`src/rtl/core/wvo_pkg.sv`:
```
package wvo_pkg;

    localparam int TABLE_DEPTH_DEF = 1024;
    localparam int SAMPLE_BITS_DEF = 16;

    localparam int FRAC_BITS = 22;
    localparam int SEMI_W    = 20;

    localparam int CFG_LEN_W    = 11;
    localparam int CFG_RATE_W   = 18;
    localparam int CFG_ATTACK_W = 20;
    localparam int CFG_DECAY_W  = 16;

    localparam logic [CFG_LEN_W-1:0]    TABLE_LENGTH_RST  = 11'd40;
    localparam logic [CFG_RATE_W-1:0]   SAMPLE_RATE_RST   = 18'd44100;
    localparam logic [CFG_ATTACK_W-1:0] ATTACK_LENGTH_RST = 20'd882;
    localparam logic [CFG_DECAY_W-1:0]  DECAY_FACTOR_RST  = 16'd65493;

    typedef enum logic [1:0] {
        REG_TABLE_LENGTH  = 2'd0,
        REG_SAMPLE_RATE   = 2'd1,
        REG_ATTACK_LENGTH = 2'd2,
        REG_DECAY_FACTOR  = 2'd3
    } reg_addr_t;

    typedef enum logic [2:0] {
        KIND_TICK     = 3'd0,
        KIND_NOTE_ON  = 3'd1,
        KIND_NOTE_OFF = 3'd2,
        KIND_END      = 3'd3,
        KIND_WRITE    = 3'd4
    } kind_t;

    typedef enum logic [4:0] {
        ST_IDLE,
        ST_DECODE,
        ST_SILENT,
        ST_MOD_GO,
        ST_MOD_WAIT,
        ST_RD_A,
        ST_RD_B,
        ST_MUL_I,
        ST_INTERP,
        ST_MUL_G,
        ST_MUL_S,
        ST_DIV_S,
        ST_DIV_S_WAIT,
        ST_MUL_D,
        ST_FINISH,
        ST_NOTE_MUL,
        ST_NOTE_DIV,
        ST_NOTE_WAIT
    } state_t;

    typedef enum logic [2:0] {
        MUL_NONE,
        MUL_NOTE,
        MUL_INTERP,
        MUL_GAIN,
        MUL_SCALE,
        MUL_DECAY
    } mul_op_t;

    typedef enum logic [1:0] {
        DIV_NOTE,
        DIV_MOD,
        DIV_SCALE
    } div_op_t;

    typedef enum logic [1:0] {
        ACT_NONE,
        ACT_NOTE_OFF,
        ACT_END,
        ACT_WRITE
    } act_t;

    typedef enum logic [1:0] {
        ADDR_WR,
        ADDR_I0,
        ADDR_I1
    } ram_sel_t;

    typedef struct packed {
        logic     load_in;
        logic     mul_en;
        mul_op_t  mul_op;
        logic     div_start;
        div_op_t  div_op;
        act_t     act;
        ram_sel_t ram_sel;
        logic     fold_ld;
        logic     a_ld;
        logic     interp_ld;
        logic     sat_ld;
        logic     note_ld;
        logic     silent_out;
        logic     tick_out;
    } cmd_t;

    typedef struct packed {
        kind_t kind;
        logic  sounding;
        logic  div_busy;
        logic  out_free;
    } sts_t;

    function automatic logic [SEMI_W-1:0] semitone_q16(input logic [3:0] r);
        logic [SEMI_W-1:0] f;
        case (r)
            4'd0:    f = 20'd535809;
            4'd1:    f = 20'd567670;
            4'd2:    f = 20'd601425;
            4'd3:    f = 20'd637188;
            4'd4:    f = 20'd675077;
            4'd5:    f = 20'd715219;
            4'd6:    f = 20'd757749;
            4'd7:    f = 20'd802807;
            4'd8:    f = 20'd850544;
            4'd9:    f = 20'd901120;
            4'd10:   f = 20'd954703;
            4'd11:   f = 20'd1011473;
            default: f = '0;
        endcase
        return f;
    endfunction

endpackage

```
`src/rtl/core/wvo_ctrl.sv`:
```
module wvo_ctrl (
    input  logic          aclk,
    input  logic          aresetn,
    input  logic          s_valid,
    output logic          s_ready,
    input  wvo_pkg::sts_t sts,
    output wvo_pkg::cmd_t cmd
);

    wvo_pkg::state_t state_reg, state_next;

    always_ff @(posedge aclk) begin
        if (!aresetn) begin
            state_reg <= wvo_pkg::ST_IDLE;
        end else begin
            state_reg <= state_next;
        end
    end

    always_comb begin
        state_next = state_reg;
        unique case (state_reg)
            wvo_pkg::ST_IDLE: begin
                if (s_valid) state_next = wvo_pkg::ST_DECODE;
            end
            wvo_pkg::ST_DECODE: begin
                unique case (sts.kind)
                    wvo_pkg::KIND_TICK:
                        state_next = sts.sounding ? wvo_pkg::ST_MOD_GO : wvo_pkg::ST_SILENT;
                    wvo_pkg::KIND_NOTE_ON: state_next = wvo_pkg::ST_NOTE_MUL;
                    default:               state_next = wvo_pkg::ST_IDLE;
                endcase
            end
            wvo_pkg::ST_SILENT: begin
                if (sts.out_free) state_next = wvo_pkg::ST_IDLE;
            end
            wvo_pkg::ST_MOD_GO:   state_next = wvo_pkg::ST_MOD_WAIT;
            wvo_pkg::ST_MOD_WAIT: begin
                if (!sts.div_busy) state_next = wvo_pkg::ST_RD_A;
            end
            wvo_pkg::ST_RD_A:   state_next = wvo_pkg::ST_RD_B;
            wvo_pkg::ST_RD_B:   state_next = wvo_pkg::ST_MUL_I;
            wvo_pkg::ST_MUL_I:  state_next = wvo_pkg::ST_INTERP;
            wvo_pkg::ST_INTERP: state_next = wvo_pkg::ST_MUL_G;
            wvo_pkg::ST_MUL_G:  state_next = wvo_pkg::ST_MUL_S;
            wvo_pkg::ST_MUL_S:  state_next = wvo_pkg::ST_DIV_S;
            wvo_pkg::ST_DIV_S:  state_next = wvo_pkg::ST_DIV_S_WAIT;
            wvo_pkg::ST_DIV_S_WAIT: begin
                if (!sts.div_busy) state_next = wvo_pkg::ST_MUL_D;
            end
            wvo_pkg::ST_MUL_D:  state_next = wvo_pkg::ST_FINISH;
            wvo_pkg::ST_FINISH: begin
                if (sts.out_free) state_next = wvo_pkg::ST_IDLE;
            end
            wvo_pkg::ST_NOTE_MUL: state_next = wvo_pkg::ST_NOTE_DIV;
            wvo_pkg::ST_NOTE_DIV: state_next = wvo_pkg::ST_NOTE_WAIT;
            wvo_pkg::ST_NOTE_WAIT: begin
                if (!sts.div_busy) state_next = wvo_pkg::ST_IDLE;
            end
            default: state_next = wvo_pkg::ST_IDLE;
        endcase
    end

    always_comb begin
        cmd         = '0;
        cmd.mul_op  = wvo_pkg::MUL_NONE;
        cmd.div_op  = wvo_pkg::DIV_NOTE;
        cmd.act     = wvo_pkg::ACT_NONE;
        cmd.ram_sel = wvo_pkg::ADDR_WR;
        s_ready     = 1'b0;
        unique case (state_reg)
            wvo_pkg::ST_IDLE: begin
                s_ready     = 1'b1;
                cmd.load_in = s_valid;
            end
            wvo_pkg::ST_DECODE: begin
                unique case (sts.kind)
                    wvo_pkg::KIND_NOTE_OFF: cmd.act = wvo_pkg::ACT_NOTE_OFF;
                    wvo_pkg::KIND_END:      cmd.act = wvo_pkg::ACT_END;
                    wvo_pkg::KIND_WRITE:    cmd.act = wvo_pkg::ACT_WRITE;
                    default:                cmd.act = wvo_pkg::ACT_NONE;
                endcase
            end
            wvo_pkg::ST_SILENT: cmd.silent_out = sts.out_free;
            wvo_pkg::ST_MOD_GO: begin
                cmd.div_start = 1'b1;
                cmd.div_op    = wvo_pkg::DIV_MOD;
            end
            wvo_pkg::ST_MOD_WAIT: cmd.fold_ld = !sts.div_busy;
            wvo_pkg::ST_RD_A:     cmd.ram_sel = wvo_pkg::ADDR_I0;
            wvo_pkg::ST_RD_B: begin
                cmd.ram_sel = wvo_pkg::ADDR_I1;
                cmd.a_ld    = 1'b1;
            end
            wvo_pkg::ST_MUL_I: begin
                cmd.mul_en = 1'b1;
                cmd.mul_op = wvo_pkg::MUL_INTERP;
            end
            wvo_pkg::ST_INTERP: cmd.interp_ld = 1'b1;
            wvo_pkg::ST_MUL_G: begin
                cmd.mul_en = 1'b1;
                cmd.mul_op = wvo_pkg::MUL_GAIN;
            end
            wvo_pkg::ST_MUL_S: begin
                cmd.mul_en = 1'b1;
                cmd.mul_op = wvo_pkg::MUL_SCALE;
            end
            wvo_pkg::ST_DIV_S: begin
                cmd.div_start = 1'b1;
                cmd.div_op    = wvo_pkg::DIV_SCALE;
            end
            wvo_pkg::ST_DIV_S_WAIT: cmd.sat_ld = !sts.div_busy;
            wvo_pkg::ST_MUL_D: begin
                cmd.mul_en = 1'b1;
                cmd.mul_op = wvo_pkg::MUL_DECAY;
            end
            wvo_pkg::ST_FINISH: cmd.tick_out = sts.out_free;
            wvo_pkg::ST_NOTE_MUL: begin
                cmd.mul_en = 1'b1;
                cmd.mul_op = wvo_pkg::MUL_NOTE;
            end
            wvo_pkg::ST_NOTE_DIV: begin
                cmd.div_start = 1'b1;
                cmd.div_op    = wvo_pkg::DIV_NOTE;
            end
            wvo_pkg::ST_NOTE_WAIT: cmd.note_ld = !sts.div_busy;
            default: ;
        endcase
    end

endmodule

```
`config.mk`:
```
export PLATFORM = sky130hd
export DESIGN_NAME = wvo_ctrl
export DESIGN_NICKNAME = d
export VERILOG_FILES = /design/src/rtl/core/wvo_pkg.sv /design/src/rtl/core/wvo_ctrl.sv
export SDC_FILE = /design/constraint.sdc
export NUM_CORES = 1
export LEC_CHECK = 0
export BUFFER_PORTS_ARGS = -buffer_cell sky130_fd_sc_hd__buf_4
export CORE_UTILIZATION = 47
export CTS_CLUSTER_SIZE = 10
export DETAILED_ROUTE_END_ITERATION = 10
export GPL_TIMING_DRIVEN = 0
export PLACE_DENSITY = 0.84
export SETUP_SLACK_MARGIN = 0.5
export SYNTH_ARGS = -nofsm -noshare
export SYNTH_HDL_FRONTEND = slang
export SYNTH_SLANG_ARGS = --single-unit
```
`constraint.sdc`:
```
create_clock -name aclk -period 1.45 [get_ports aclk]
set_input_delay 0.0725 -clock aclk [delete_from_list [all_inputs] [get_ports aclk]]
set_output_delay 0.0725 -clock aclk [all_outputs]
set_load 0.02 [all_outputs]
```
==> results.ini, run 1 <==
[yosys]
netlist_area_um2=706.9
ys.flop_type=dfxtp_1
synth-seq-area-share_pct=14.16
async_reset_ff_share_pct=0
synth_nets=118
synth-edff-count=0
syn_inst=109
yosys_register_bits=5
yosysUniqueCellTypes=43
avgSynthCellArea_um2=6.486
yosys_warnings=0

[clocking]
htreeDepth=1
cts.sinks=5
numCtsBuffers=3
cts_setup_buffers=9
ctsHoldBuffers=0
cts_root_buffer=clkbuf_4
cts_resized=44
clockBufferDepth=2

[place]
place_hpwl_um=1908
gp_congestion=0.8949
port_buffers=28

[run_status]
error=[ERROR DPL-0038] Utilization greater than 100%, impossible to legalize
outcome=stopped before the end
stop_stage=clock tree synthesis

[floorplan]
die_y_um=40.78
initial_core_util_pct=52.36
io_pins=29
rows=13
die_w_um=40.78

-- cell usage after synthesis (2+ instances only) --
cell	n	area share (%)
a21oi_1	6	4.2
a221oi_1	2	2.5
a31oi_1	2	1.8
and2_1	3	2.7
and3_1	5	4.4
buf_2	4	2.8
buf_4	2	2.1
dfxtp_1	5	14
inv_1	5	2.7
mux2i_1	2	2.8
nand2_1	8	4.2
nand2b_1	3	2.7
nand3_1	5	3.5
nor2_1	16	8.5
nor2b_1	3	2.7
nor3_1	5	3.5
nor4_1	2	1.8
o21ai_0	5	3.5
xnor2_1	2	2.5
-- kinds of logic after synthesis --
logic type	after synthesis	share of synthesized area (%)
and+or+nand+nor	62	47.08
AOI/OAI and AO/OA	25	23.72
buffers and inverters	13	9.734
DFF	5	14.16
xor gates and xnor gates	2	2.478
muxes	2	2.832
-- stage by stage --
| step | worst slack (ps) | std cells | utilization (%) | cell area [um2] |
|---|---|---|---|---|
| floorplan | 228.0 | 109 | - | 974.7 |
| global placement | 58.23 | 152 | 89.16 | 1204 |
| detailed placement | 77.09 | 152 | 89.16 | 1204 |
==> run 2, diff against run 1 <==
CORE_AREA = 2 2 63 65   (was default)
CORE_UTILIZATION = default   (was 47)
CTS_CLUSTER_SIZE = default   (was 10)
DIE_AREA = 0 0 65 67   (was default)
PLACE_DENSITY = default   (was 0.84)
PLACE_DENSITY_LB_ADDON = 0.15   (was default)
SETUP_SLACK_MARGIN = default   (was 0.5)
==> run 2 against run 1 <==
The flow now finishes, with violations (negative setup slack). Area after synthesis is the same. Synthesized cell count is the same.
==> results.ini, run 2 <==
[setup_path]
cp_data_required_time_ps=1380
cp-end-kind=primary output
cp_max_fo=7
worstPathArrival_ps=1440
path_class=reg -> out
crit_path_start_kind=register

[global_routing]
grt_util_all_layers_pct=12.21
gr-total-overflow=0
grt_first_pass_wirelength_um=4153
grt_pass1_vias=841
grt_max_degree=11
antenna_found_initial=0

[cells_and_area]
nNetsFinal=157
largest_reg_flops=5
final_common_cell=buf_4
mostFrequentLayoutCells=buf_4 (33), nor2_1 (13), nand2_1 (7)
n_fill_cell=409
drive_gt1_share_pct=47.62
diodes=0
area_growth_pct=71.33

[yosys]
synth.area.top_cells=dfxtp_1 (14%), nor2_1 (8.5%), and3_1 (4.4%), a21oi_1 (4.2%), nand2_1 (4.2%)
yosys.cell_count.top_type=nor2_1
async_reset_ff_share_pct=0
avgSynthCellArea_um2=6.486
synth_nets=118
yosys_register_bits=5
ys_top_cells_by_count=nor2_1 (16), nand2_1 (8), a21oi_1 (6)
synthMuxAreaShare_pct=2.832
synth-compound-area-share_pct=23.72
yosys_warnings=0
synth_top_family_by_area=simple AND/OR/NAND/NOR gates
synth-xor-area-share_pct=2.478
yosys.area_share.simple_pct=47.08
yosys.area.top_type=dfxtp_1
syn_inst=109
yosysUniqueCellTypes=43
yosys.area.top_type_share_pct=14.16
synth-seq-area-share_pct=14.16
ys.flop_type=dfxtp_1
netlist_area_um2=706.9
synth-edff-count=0
synth_fa_ha_area_share_pct=0

[routing]
avgRoutedWirePerCell_um=13.31
drt_wl_total_um=2596
drt-initial-drc-count=35
vias=932
drc=0
drt_first_pass_iters=4
drt.antenna.violating_nets=0
routed_via_density=4.779

[floorplan]
die_y_um=67
dieArea_um2=4355
io_pins=29
core_um2=3606
initial_core_util_pct=19.60
rows=22
die_w_um=65

[sta]
final_hold_viol_count=0
drv_slew=0
tightestPinTransition_ps=295.0
fin_crit_ps=1516
skew_ps=6.741
fin_ws_ps=-65.54
setup_violations=2
fmax_mhz=659.8
slew_headroom_pct=80.16
fin_crit_sh_pct=104.5
rsz0062_at_grt=yes

[place]
port_buffers=28
gp_congestion=0.8377
dp_worst_setup_slack_ps=-91.68
place_hpwl_um=1913

[clocking]
cts.sinks=5
htreeDepth=1
numCtsBuffers=3
clk_transition_reported_paths_ps=40
clock_latency_ps=220
ctsHoldBuffers=0
clockBufferDepth=2
cts_root_buffer=clkbuf_8
cts_tree=yes

[power]
power.density_nw_per_um2=1719
ir_drop_mv=0.5864
p_leak_uw=0.0005144
p_total_uw=2082

[hold_path]
hold_path.class=in -> reg

[run_status]
violations=negative setup slack
outcome=finished with violations

[run]
drv_cap=0

## run 2: cells by family (layout without fill, tap and decap cells)
| group | Yosys count | count (layout) |
|---|---|---|
| buffers and inverters | 13 | 51 |
| DFF | 5 | 5 |
| AOI/OAI and AO/OA | 25 | 25 |
| xor gates and xnor gates | 2 | 2 |
| muxes | 2 | 2 |
| and+or+nand+nor | 62 | 62 |
## run 2: metal layers
metal / GRT usage (%) / vias to the layer above / share of wire (%)
met3: 2.703 / 4 / 4.7
met4: 3.989 / 0 / 1.5
li1: - / 473 / -
met1: 17.02 / 425 / 50
met5: 0 / - / 0
met2: 18.43 / 30 / 44
## run 2: worst paths after layout
check	from	end	slack (ps)	cells after the start
setup / recovery	state_reg[2]	cmd[15]	-70	5
hold / removal	aresetn	state_reg[4]	120	2
setup reg to reg	state_reg[3]	state_reg[0]	30	5
hold reg to reg	state_reg[4]	state_reg[0]	810	4
## run 2: cell type report
cell class | count | area [um2] | share of cell area [%]
tap | 48 | 60.06 | 4.959
buffer | 8 | 90.09 | 7.438
inverter | 5 | 21.27 | 1.756
timing repair buffer | 34 | 262.8 | 21.69
clock buffer | 4 | 45.04 | 3.719
sequential | 5 | 108.9 | 8.988
multi-input combinational | 91 | 623.1 | 51.45
## run 2: stage by stage
stage          std cells  util [%]  hold slack (ps)  TNS, ps  area, um2
2_1_floorplan        109         -            190.0        0      713.2
3_3_place_gp         185     27.27            350.3   -268.4      983.4
3_5_place_dp         185     27.27            342.2   -240.4      983.4
4_1_cts              191     30.67            115.1   -142.8       1106
5_1_grt              195     33.59            134.0   -785.9       1211
6_report             195     33.59            118.2   -119.7       1211
## run 2: power breakdown
group	internal [uW]	switching, uW
Clock	189	70.0
Sequential	193	74.8
Combinational	736	820
Total	1120	965
## run 2: critical path, cell delays in order (launching register included)
cell	delay, ps
dfxtp_4	370
buf_8	140
or3_1	350
o21ai_1	70
and3_1	170
buf_6	120
## run 2: what timing repair did
| item | in CTS | in global routing |
|---|---|---|
| buffers inserted | 2 | 4 |
| resized for setup | 25 | 18 |
| setup endpoints to repair | 20 | 19 |
| pin swaps | 2 | 3 |
(Power assumes the default switching activity.)
